===== src/hdl/assert_macros.svh =====
// ----------------------------------------------------------------------------
// assert_macros.svh
// Assertion shorthands shared by the RTL.
// ----------------------------------------------------------------------------
`ifndef ASSERT_MACROS_SVH
`define ASSERT_MACROS_SVH

// checked on every edge outside reset
`define ASSERT_CLK(lbl, clk_s, rst_s, prop, msg) \
  lbl: assert property (@(posedge clk_s) disable iff (rst_s) prop) else $error(msg);

// checked on every edge, reset included
`define ASSERT_ALWAYS(lbl, clk_s, prop, msg) \
  lbl: assert property (@(posedge clk_s) prop) else $error(msg);

`endif


===== src/hdl/trpd_pkg.sv =====
// ----------------------------------------------------------------------------
// trpd_pkg
// Types and constants of the tri-state remote pulse decoder.
// ----------------------------------------------------------------------------
package trpd_pkg;

  localparam int SYMBOLS  = 11;
  localparam int PULSES   = 2 * SYMBOLS;
  localparam int CODE_W   = 2 * SYMBOLS;
  localparam int COUNT_W  = 5;
  localparam int WIDTH_W  = 16;
  localparam int ADDR_W   = 5;
  localparam int DATA_W   = 32;
  localparam int MATCH_SYMBOLS = 8;

  localparam logic [WIDTH_W-1:0] HEADER_MIN_RST = 16'd3100;
  localparam logic [WIDTH_W-1:0] HEADER_MAX_RST = 16'd3800;
  localparam logic [WIDTH_W-1:0] LONG_MIN_RST   = 16'd250;
  localparam logic [WIDTH_W-1:0] LONG_MAX_RST   = 16'd500;
  localparam logic [WIDTH_W-1:0] SHORT_MIN_RST  = 16'd50;
  localparam logic [WIDTH_W-1:0] SHORT_MAX_RST  = 16'd200;

  localparam logic [COUNT_W-1:0] LAST_COUNT = COUNT_W'(PULSES);

  localparam logic [1:0] SYM_ZERO  = 2'd0;
  localparam logic [1:0] SYM_ONE   = 2'd1;
  localparam logic [1:0] SYM_FLOAT = 2'd2;

  typedef enum logic [2:0] {
    REG_HEADER_MIN = 3'd0,
    REG_HEADER_MAX = 3'd1,
    REG_LONG_MIN   = 3'd2,
    REG_LONG_MAX   = 3'd3,
    REG_SHORT_MIN  = 3'd4,
    REG_SHORT_MAX  = 3'd5
  } reg_index_t;

  typedef enum logic [1:0] {
    CMD_NONE  = 2'd0,
    CMD_SYM10 = 2'd1,
    CMD_SYM9  = 2'd2,
    CMD_SYM8  = 2'd3
  } command_t;

  typedef struct packed {
    logic [CODE_W-1:0] symbol_code;
    logic              address_match;
    command_t          command;
  } result_t;

endpackage


===== src/hdl/tristate_remote_pulse_decoder_core.sv =====
// ----------------------------------------------------------------------------
// tristate_remote_pulse_decoder_core
// Header detection, pulse classing and frame decode for tri-state remotes.
// ----------------------------------------------------------------------------
// Throughput: one pulse word accepted per cycle while pulse_stall is low, set by
//   the single compare and count stage.
// Output: the code word is valid in the cycle after the 22nd data pulse is accepted.
// Reset: clears the frame count and output valid, restores register defaults.
// ----------------------------------------------------------------------------
`include "assert_macros.svh"

module tristate_remote_pulse_decoder_core (
  input  logic                          clk,
  input  logic                          rst,
  // APB configuration
  input  logic                          psel,
  input  logic                          penable,
  input  logic                          pwrite,
  input  logic [trpd_pkg::ADDR_W-1:0]   paddr,
  input  logic [trpd_pkg::DATA_W-1:0]   pwdata,
  output logic [trpd_pkg::DATA_W-1:0]   prdata,
  output logic                          pready,
  // pulse words
  input  logic                          pulse_valid,
  output logic                          pulse_stall,
  input  logic                          cmd,
  input  logic [trpd_pkg::WIDTH_W-1:0]  pulse_width,
  // code words
  output logic                          code_valid,
  input  logic                          code_stall,
  output logic [trpd_pkg::CODE_W-1:0]   symbol_code,
  output logic                          address_match,
  output logic [1:0]                    command
);

  logic [trpd_pkg::WIDTH_W-1:0] header_min, header_max;
  logic [trpd_pkg::WIDTH_W-1:0] long_min, long_max;
  logic [trpd_pkg::WIDTH_W-1:0] short_min, short_max;

  logic [trpd_pkg::COUNT_W-1:0] pulse_count, pulse_count_next;
  logic [trpd_pkg::PULSES-2:0]  pulse_is_short;
  logic [trpd_pkg::PULSES-1:0]  frame_bits;

  trpd_pkg::result_t            result, frame_result;

  trpd_pkg::reg_index_t         reg_sel;
  logic                         wr_en;
  logic                         accept;
  logic                         idle;
  logic                         in_header, in_long, in_short;
  logic                         classed;
  logic                         emit;

  // configuration port
  assign pready  = 1'b1;
  assign wr_en   = psel && penable && pwrite && pready;
  assign reg_sel = trpd_pkg::reg_index_t'(paddr[trpd_pkg::ADDR_W-1:2]);

  always_ff @(posedge clk) begin
    if (rst) begin
      header_min <= trpd_pkg::HEADER_MIN_RST;
      header_max <= trpd_pkg::HEADER_MAX_RST;
      long_min   <= trpd_pkg::LONG_MIN_RST;
      long_max   <= trpd_pkg::LONG_MAX_RST;
      short_min  <= trpd_pkg::SHORT_MIN_RST;
      short_max  <= trpd_pkg::SHORT_MAX_RST;
    end else if (wr_en) begin
      unique case (reg_sel)
        trpd_pkg::REG_HEADER_MIN: header_min <= pwdata[trpd_pkg::WIDTH_W-1:0];
        trpd_pkg::REG_HEADER_MAX: header_max <= pwdata[trpd_pkg::WIDTH_W-1:0];
        trpd_pkg::REG_LONG_MIN:   long_min   <= pwdata[trpd_pkg::WIDTH_W-1:0];
        trpd_pkg::REG_LONG_MAX:   long_max   <= pwdata[trpd_pkg::WIDTH_W-1:0];
        trpd_pkg::REG_SHORT_MIN:  short_min  <= pwdata[trpd_pkg::WIDTH_W-1:0];
        trpd_pkg::REG_SHORT_MAX:  short_max  <= pwdata[trpd_pkg::WIDTH_W-1:0];
        default: ;
      endcase
    end
  end

  always_comb begin
    unique case (reg_sel)
      trpd_pkg::REG_HEADER_MIN: prdata = {16'd0, header_min};
      trpd_pkg::REG_HEADER_MAX: prdata = {16'd0, header_max};
      trpd_pkg::REG_LONG_MIN:   prdata = {16'd0, long_min};
      trpd_pkg::REG_LONG_MAX:   prdata = {16'd0, long_max};
      trpd_pkg::REG_SHORT_MIN:  prdata = {16'd0, short_min};
      trpd_pkg::REG_SHORT_MAX:  prdata = {16'd0, short_max};
      default:                  prdata = '0;
    endcase
  end

  // pulse classing
  assign pulse_stall = code_valid && code_stall;
  assign accept      = pulse_valid && !pulse_stall;

  assign in_header = (pulse_width >= header_min) && (pulse_width <= header_max);
  assign in_long   = (pulse_width >= long_min) && (pulse_width <= long_max);
  assign in_short  = (pulse_width >= short_min) && (pulse_width <= short_max);

  assign idle    = (pulse_count == '0) || (pulse_count > trpd_pkg::LAST_COUNT);
  assign classed = !cmd && !idle && (in_long || in_short);
  assign emit    = accept && classed && (pulse_count == trpd_pkg::LAST_COUNT);

  always_comb begin
    priority if (cmd) begin
      pulse_count_next = '0;
    end else if (idle) begin
      pulse_count_next = in_header ? trpd_pkg::COUNT_W'(1) : '0;
    end else if (!classed || pulse_count == trpd_pkg::LAST_COUNT) begin
      pulse_count_next = '0;
    end else begin
      pulse_count_next = pulse_count + trpd_pkg::COUNT_W'(1);
    end
  end

  // pulse k of the frame lands in bit k after the 21st shift
  assign frame_bits = {!in_long, pulse_is_short};

  trpd_symbols u_symbols (
    .is_short (frame_bits),
    .result   (frame_result)
  );

  always_ff @(posedge clk) begin
    if (rst) begin
      pulse_count <= '0;
      code_valid  <= 1'b0;
    end else begin
      if (accept) begin
        pulse_count <= pulse_count_next;
      end
      if (emit) begin
        code_valid <= 1'b1;
      end else if (!code_stall) begin
        code_valid <= 1'b0;
      end
    end
  end

  always_ff @(posedge clk) begin
    if (accept && classed) begin
      pulse_is_short <= {!in_long, pulse_is_short[trpd_pkg::PULSES-2:1]};
    end
    if (emit) begin
      result <= frame_result;
    end
  end

  assign symbol_code   = result.symbol_code;
  assign address_match = result.address_match;
  assign command       = result.command;

  `ASSERT_ALWAYS(a_pready_high, clk, pready, "pready dropped")
  `ASSERT_CLK(a_count_range, clk, rst, pulse_count <= trpd_pkg::LAST_COUNT, "frame count out of range")
  `ASSERT_CLK(a_timeout_clears, clk, rst, (accept && cmd) |=> (pulse_count == '0), "timeout did not drop frame")
  `ASSERT_CLK(a_cmd_needs_match, clk, rst, (code_valid && !address_match) |-> (command == trpd_pkg::CMD_NONE), "command without address match")

endmodule


===== src/hdl/trpd_symbols.sv =====
// ----------------------------------------------------------------------------
// trpd_symbols
// Pairs the 22 classed pulses into tri-state symbols and derives the command.
// ----------------------------------------------------------------------------
module trpd_symbols (
  input  logic [trpd_pkg::PULSES-1:0] is_short,
  output trpd_pkg::result_t           result
);

  logic [trpd_pkg::CODE_W-1:0] code;
  logic                        match;

  always_comb begin
    for (int i = 0; i < trpd_pkg::SYMBOLS; i++) begin
      if (is_short[2*i] == is_short[2*i+1]) begin
        code[2*i +: 2] = is_short[2*i] ? trpd_pkg::SYM_ONE : trpd_pkg::SYM_ZERO;
      end else begin
        code[2*i +: 2] = trpd_pkg::SYM_FLOAT;
      end
    end
  end

  assign match = (code[2*trpd_pkg::MATCH_SYMBOLS-1:0] == '0);

  always_comb begin
    result.symbol_code   = code;
    result.address_match = match;
    priority if (!match) begin
      result.command = trpd_pkg::CMD_NONE;
    end else if (code[21:20] == trpd_pkg::SYM_ONE) begin
      result.command = trpd_pkg::CMD_SYM10;
    end else if (code[19:18] == trpd_pkg::SYM_ONE) begin
      result.command = trpd_pkg::CMD_SYM9;
    end else if (code[17:16] == trpd_pkg::SYM_ONE) begin
      result.command = trpd_pkg::CMD_SYM8;
    end else begin
      result.command = trpd_pkg::CMD_NONE;
    end
  end

endmodule

===== config.mk =====
export PLATFORM = sky130hd
export DESIGN_NAME = tristate_remote_pulse_decoder_core
export DESIGN_NICKNAME = d
export VERILOG_FILES = /design/src/hdl/trpd_pkg.sv /design/src/hdl/tristate_remote_pulse_decoder_core.sv /design/src/hdl/trpd_symbols.sv
export VERILOG_INCLUDE_DIRS = /design/src /design/src/hdl
export SDC_FILE = /design/constraint.sdc
export NUM_CORES = 1
export LEC_CHECK = 0
export BUFFER_PORTS_ARGS = -buffer_cell sky130_fd_sc_hd__clkbuf_2
export CAP_MARGIN = 20
export CELL_PAD_IN_SITES_DETAIL_PLACEMENT = 1
export CELL_PAD_IN_SITES_GLOBAL_PLACEMENT = 1
export CORE_UTILIZATION = 35
export CTS_CLUSTER_DIAMETER = 120
export DETAILED_ROUTE_END_ITERATION = 6
export MAX_ROUTING_LAYER = met4
export PLACE_DENSITY_LB_ADDON = 0.1
export SLEW_MARGIN = 20
export SYNTH_ARGS = -nofsm -noshare
export SYNTH_HDL_FRONTEND = slang
export SYNTH_SLANG_ARGS = --single-unit

===== constraint.sdc =====
create_clock -name clk -period 9.68 [get_ports clk]
set_clock_uncertainty 0.15 [all_clocks]
set_input_delay 0.484 -clock clk [delete_from_list [all_inputs] [get_ports clk]]
set_output_delay 0.484 -clock clk [all_outputs]
set_load 0.02 [all_outputs]

==> flow_summary.toml, run 1 <==
[synth]
post_synth_fa_ha_maj_area_fraction_pct = 17.5
synth.area.top_cells = "sky130_fd_sc_hd__dfxtp_1, sky130_fd_sc_hd__ha_1, sky130_fd_sc_hd__edfxtp_1, sky130_fd_sc_hd__nand2_1, sky130_fd_sc_hd__a21oi_1"
synth_edf_count = 46
yosys.area_share.simple_pct = 14.5
count_leader_synth = "sky130_fd_sc_hd__nand2_1"
async_reset_ff_share_pct = 0
syn_area_um2 = 8440
synth.mux.area_fraction_pct = 0
yosys.area_share.xor_xnor_pct = 0.311
main_combinational_cell_family_by_area_after_synthesis = "compound AO/OA/AOI/OAI gates"
post_synth_num_cell_types = 49
post_synthesis_compound_gate_area_fraction_pct = 18.7
netlist.top_cell.by_area = "sky130_fd_sc_hd__dfxtp_1"
synth.yosys.warnings = 0
synthesis.instances = 945
seq_area_frac_synth_pct = 40.5
syn-mean-instance-area_um2 = 8.93
synth.ff_latch_count = 148
synth_commonest_cells = "sky130_fd_sc_hd__nand2_1, sky130_fd_sc_hd__ha_1, sky130_fd_sc_hd__inv_1, sky130_fd_sc_hd__dfxtp_1, sky130_fd_sc_hd__a21oi_1"
prevailing_post_synth_register_cell = "sky130_fd_sc_hd__dfxtp_1"
synth_top_cell_area_share_pct = 24.2

[drt]
drt-pass1-iter-count = 4
routedWlPerCell_um = 19.2
drc = 0
drt_wl_total_um = 26000
ant_nets = 0
num_vias = 6847
detail_route.iter0.violations = 324
avgViaCountPerCell = 5.06

[global_route]
grt_antenna_before_repair = 0
grt_first_pass_wirelength_um = 40100
gr-total-overflow = 0
first_global_vias = 6872
grt_start_max_net_pins = 64
total_track_usage_pct = 22.7

[clocking]
cts-root-buf = "sky130_fd_sc_hd__clkbuf_16"
cts-resized-gates = 0
cts-htree-levels = 4
clock_tree_from_tritoncts = "built"
numClockSinks = 148
postCtsSetupBuffers = 0
clock_latency_ns = 0.44
cts_hold_repair.buffers = 0
largest_buffer_count_on_any_clock_path = 2
clk_pin_slew_worst_paths_ns = 0.08
tritoncts.num_buffers = 17

[timing]
grt_setup_unrepaired = "no"
setup_total_negative_slack_ns = 0
finalSetupViolCount = 0
tightest_slew_ns = 1.13
finalMaxSlewViolations = 0
finalWorstPathRequiredPeriod_ns = 3.24
finalCritPeriodShare_pct = 33.4
timing.fmax_mhz = 309
hold-worst-slack_ns = 0.204
slew_headroom_pct = 24.4
report.final.hold_viol_count = 0

[floorplanning]
die-width_um = 157
die_height_um = 157
fp.coreArea_um2 = 23500
start_util_pct = 35.9
design.portCount = 121
die_area_um2 = 24700
rows = 56

[pwr]
switching_share_pct = 28.8
seq_power_share_pct = 44.3
power_density_nw_per_um2 = 149
cellInternalPower_mw = 1.03
leakage_nw = 4.03
share_comb_of_total_power_pct = 9.2
p_clk_share_pct = 46.5
power.switching_uw = 418
power.ir.vdd_worst_mv = 0.0982

[place]
gpl.final_weighted_congestion = 0.789
estimated_wirelength_of_the_detail_placed_design_um = 18700
port_buffers = 85
placed_cells_incl_taps = 1321

[worst_setup_path]
setup.worst_path.end_class = "flip-flop"
timing.critical_path.fanout_max = 25
crit_arrival_ns = 3.20
startpoint_type = "flip-flop"
required_ns = 9.64
setup.worst_path.class = "flip-flop to flip-flop"

[layout]
syn_to_final_growth_pct = 15.4
final_layout_size_suffix_gt1_share_pct = 13.4
antenna-diode-count = 0
num-nets-final = 1200
instances_no_fill = 1353

[job]
drv.max_cap_violation_count = 0

[outcome]
run_status = "finished, final reports clean"

[worst_hold_path]
worst_min_delay_path_category = "primary input to flip-flop"
## sequential cells by signal, indices dropped and copies added (netlist names)
signal / count
address_match: 1
code_valid: 1
command: 2
header_max: 16
header_min: 16
long_max: 16
long_min: 16
pulse_count: 5
pulse_is_short: 21
short_max: 16
short_min: 16
symbol_code: 22
## final cells by class
cell class                      instances  area (um^2)
Clock inverter                         15          179
Sequential cell                       148         3420
Clock buffer                           17          425
Tap cell                              319          399
Timing Repair Buffer                   95          503
Inverter                              115          432
Multi-Input combinational cell        644         4380
Fill cell                            2811        13800
## cell families after synthesis
logic type | Yosys count
AND/OR/NAND/NOR | 273
AO/OA/AOI/OAI | 233
buffers and inverters | 168
flip-flops | 148
adder cells (fa/ha/maj) | 118
XOR/XNOR | 3
other | 2
## placed cells by master, fill, tap and decap left out, types with 5 or more instances in the layout
cell,instances
sky130_fd_sc_hd__clkinv_8,5
sky130_fd_sc_hd__clkbuf_2,84
sky130_fd_sc_hd__clkbuf_16,17
sky130_fd_sc_hd__and2_1,7
sky130_fd_sc_hd__a21o_1,17
sky130_fd_sc_hd__nand3_1,26
sky130_fd_sc_hd__o21ai_0,6
sky130_fd_sc_hd__inv_1,115
sky130_fd_sc_hd__o211ai_1,6
sky130_fd_sc_hd__a22oi_1,48
sky130_fd_sc_hd__conb_1,17
sky130_fd_sc_hd__edfxtp_1,46
sky130_fd_sc_hd__nand4_1,20
sky130_fd_sc_hd__ha_1,118
sky130_fd_sc_hd__dfxtp_1,102
sky130_fd_sc_hd__nor2_1,45
sky130_fd_sc_hd__a211o_1,31
sky130_fd_sc_hd__buf_4,11
sky130_fd_sc_hd__a21oi_1,96
sky130_fd_sc_hd__nand2_1,151
sky130_fd_sc_hd__inv_8,5
sky130_fd_sc_hd__a211oi_1,5
## metal layers
metal	wire (um)	GRT usage (%)	vias to the layer above
li1	-	-	3432
met1	12900	30.9	3282
met2	12200	35.8	119
met3	695	2.84	14
met4	242	5.55	0
met5	0	-	-
## per-stage QoR
| stage | cell area (um^2) | utilization, % | total power [mW] | worst slack [ns] |
|---|---|---|---|---|
| 6_report | 9740 | 41.4 | 1.45 | 6.44 |
| 2_1_floorplan | 8500 | - | 0.739 | 4.69 |
| 3_5_place_dp | 9140 | 38.8 | 0.790 | 6.10 |
| 4_1_cts | 9740 | 41.4 | 1.47 | 6.37 |
| 5_1_grt | 9740 | 41.4 | 1.51 | 6.27 |
| 3_3_place_gp | 9140 | 38.8 | 0.788 | 5.86 |
## critical path: stages, from the launching register on
cell	delay, ns
sky130_fd_sc_hd__dfxtp_1	0.35
sky130_fd_sc_hd__inv_1	0.08
sky130_fd_sc_hd__ha_1	0.29
sky130_fd_sc_hd__o211ai_1	0.13
sky130_fd_sc_hd__a2111oi_0	0.75
sky130_fd_sc_hd__o21ai_0	0.24
sky130_fd_sc_hd__o211ai_2	0.15
sky130_fd_sc_hd__a22oi_4	0.15
sky130_fd_sc_hd__nor4_2	0.27
sky130_fd_sc_hd__buf_4	0.35
## power by group through the flow
stage | sequential (mW) | combinational, mW | clock [mW]
2_1_floorplan | 0.655 | 0.0836 | 0
3_3_place_gp | 0.656 | 0.132 | 0
3_5_place_dp | 0.656 | 0.134 | 0
4_1_cts | 0.642 | 0.135 | 0.692
5_1_grt | 0.642 | 0.149 | 0.715
6_report | 0.642 | 0.134 | 0.674
## final timing paths
| check | from | end | slack [ns] | cells after the start |
|---|---|---|---|---|
| max | short_min[2]$_SDFFE_PP0P_ | symbol_code[21]$_DFFE_PP_ | 6.44 | 9 |
| min | pwdata[12] | long_min[12]$_SDFFE_PP0P_ | 0.20 | 3 |
| max reg2reg | short_min[2]$_SDFFE_PP0P_ | symbol_code[21]$_DFFE_PP_ | 6.44 | 9 |
| min reg2reg | pulse_is_short[20]$_DFFE_PP_ | pulse_is_short[19]$_DFFE_PP_ | 0.31 | 0 |
No activity file was read; power rests on OpenSTA's default activity.
==> run 2, diff against run 1 <==
clock period = 3.3 ns   (was 9.68 ns; I/O delays follow)
==> flow_summary.toml, run 2 (synthesis results as in run 1) <==
[layout]
multiInputGateArea_um2 = 4400
design_area_um2 = 10100
layout_common_cells = "sky130_fd_sc_hd__nand2_1, sky130_fd_sc_hd__ha_1, sky130_fd_sc_hd__inv_1, sky130_fd_sc_hd__dfxtp_1, sky130_fd_sc_hd__a21oi_1"
syn_to_final_growth_pct = 19.2
fillerInstances = 2818
largest_register_ffs = 22
mostFrequentLayoutCell = "sky130_fd_sc_hd__nand2_1"
seq_area_um2 = 3420
final_layout_size_suffix_gt1_share_pct = 14.3
num-nets-final = 1231

[timing]
finalSetupViolCount = 0
setup_total_negative_slack_ns = 0
finalWorstPathRequiredPeriod_ns = 2.96
finalCritPeriodShare_pct = 89.6
grt_setup_unrepaired = "no"
slew_headroom_pct = 42.7
finalMaxSlewViolations = 0
timing.fmax_mhz = 338
tightest_slew_ns = 0.860
report.final.hold_viol_count = 0

[place]
gpl.final_weighted_congestion = 0.805
estimated_wirelength_of_the_detail_placed_design_um = 19800
port_buffers = 85
placed_area_um2 = 9280

[floorplanning]
die-width_um = 157
rows = 56
start_util_pct = 35.9
fp.coreArea_um2 = 23500
design.portCount = 121
die_height_um = 157
die_area_um2 = 24700

[outcome]
run_status = "finished, final reports clean"

[pwr]
leakage_nw = 4.19
power.ir.vdd_worst_mv = 0.278
power_density_nw_per_um2 = 429

[worst_setup_path]
crit_family = "compound AO/OA/AOI/OAI gates"
timing.critical_path.fanout_max = 25
required_ns = 3.30
setup.worst_path.end_class = "flip-flop"
setup.worst_path.class = "flip-flop to flip-flop"
critical_path_buf_inv_count = 2
timing.critical_path.cells = "inv_1, ha_1, and2_1, a221o_1, a221oi_2, nor2_1, a21oi_4, a22oi_4, nor4_4, buf_12"
crit_path_max_incr_delay_ns = 0.36
crit_arrival_ns = 2.96
startpoint_type = "flip-flop"
crit_path_top_delay_cell = "sky130_fd_sc_hd__dfxtp_1"

[drt]
num_vias = 7175
detail_route.iter0.violations = 326
ant_nets = 0
drt_wl_total_um = 27400
drt-pass1-iter-count = 4
drc = 0
routedWlPerCell_um = 19.8
avgViaCountPerCell = 5.18

[clocking]
numClockSinks = 148
postCtsSetupBuffers = 0
cts-htree-levels = 4
largest_buffer_count_on_any_clock_path = 2
clock_tree_from_tritoncts = "built"
cts-root-buf = "sky130_fd_sc_hd__clkbuf_16"
clock_latency_ns = 0.45
clk_pin_slew_worst_paths_ns = 0.07
tritoncts.num_buffers = 17

[global_route]
total_track_usage_pct = 24.0
grt_first_pass_wirelength_um = 42500
grt_antenna_before_repair = 1
grt_start_max_net_pins = 62
gr-total-overflow = 0
first_global_vias = 7264

[worst_hold_path]
worst_min_delay_path_category = "primary input to flip-flop"

[job]
drv.max_cap_violation_count = 0
## run 2: cell types whose count changed in the layout (fill, tap and decap cells not counted), sizes merged
cell,before,now
diode,0,1
clkinv,6,7
dlygate4sd3,0,17
clkinvlp,2,1
buf,11,25
## run 2: area by class of cell
cell class              count  share of cell area, %
diodes                      1                 0.0249
repair buffers            126                   7.98
clock inverters            15                   1.82
flip-flops and latches    148                   34.0
inverters                 115                   4.29
multi-input cells         644                   43.7
clock buffers              17                   4.23
well taps                 319                   3.97
## run 2: worst paths after layout
path | from | end | slack [ns] | cells after the start
setup / recovery | long_max[11]$_SDFFE_PP0P_ | symbol_code[21]$_DFFE_PP_ | 0.34 | 10
hold / removal | cmd | code_valid$_SDFFE_PP0P_ | 0.02 | 3
setup reg to reg | long_max[11]$_SDFFE_PP0P_ | symbol_code[21]$_DFFE_PP_ | 0.34 | 10
hold reg to reg | pulse_is_short[17]$_DFFE_PP_ | pulse_is_short[16]$_DFFE_PP_ | 0.32 | 0
## run 2: per-stage QoR
step	utilization [%]	worst slack [ns]	hold WS, ns	cells	total power [mW]
after floorplan	-	0.0509	0.133	960	2.17
after global placement	39.4	0.331	0.295	1335	2.33
after detailed placement	39.4	0.326	0.295	1335	2.33
after CTS	42.7	0.349	0.0000580	1384	4.36
after global routing	42.7	0.182	0.0545	1385	4.47
final	42.7	0.342	0.0222	1385	4.32
## run 2: report_power, final
part           switching, mW  total (mW)  internal, mW
Clock                  0.985        2.01          1.03
Sequential           0.00860        1.88          1.87
Combinational          0.276       0.425         0.148
Total                   1.27        4.32          3.05
## run 2: timing repair
action,4_1_cts,5_1_grt
gates resized for setup,0,0
setup endpoints to repair,0,0
endpoints found under the hold margin,97,0
hold buffers,17,0
## run 2: layer usage
layer | GRT usage (%) | vias up | share of wire [%]
met1 | 30.9 | 3489 | 46
met4 | 6.01 | 0 | 1.2
met2 | 39.4 | 163 | 48
met5 | - | - | 0
li1 | - | 3499 | -
met3 | 3.30 | 24 | 4.9
## run 2: tightest hold or removal path, cell delays in order
cell	delay (ns)
sky130_fd_sc_hd__clkbuf_2	0.19
sky130_fd_sc_hd__or4_1	0.14
sky130_fd_sc_hd__o22ai_1	0.06
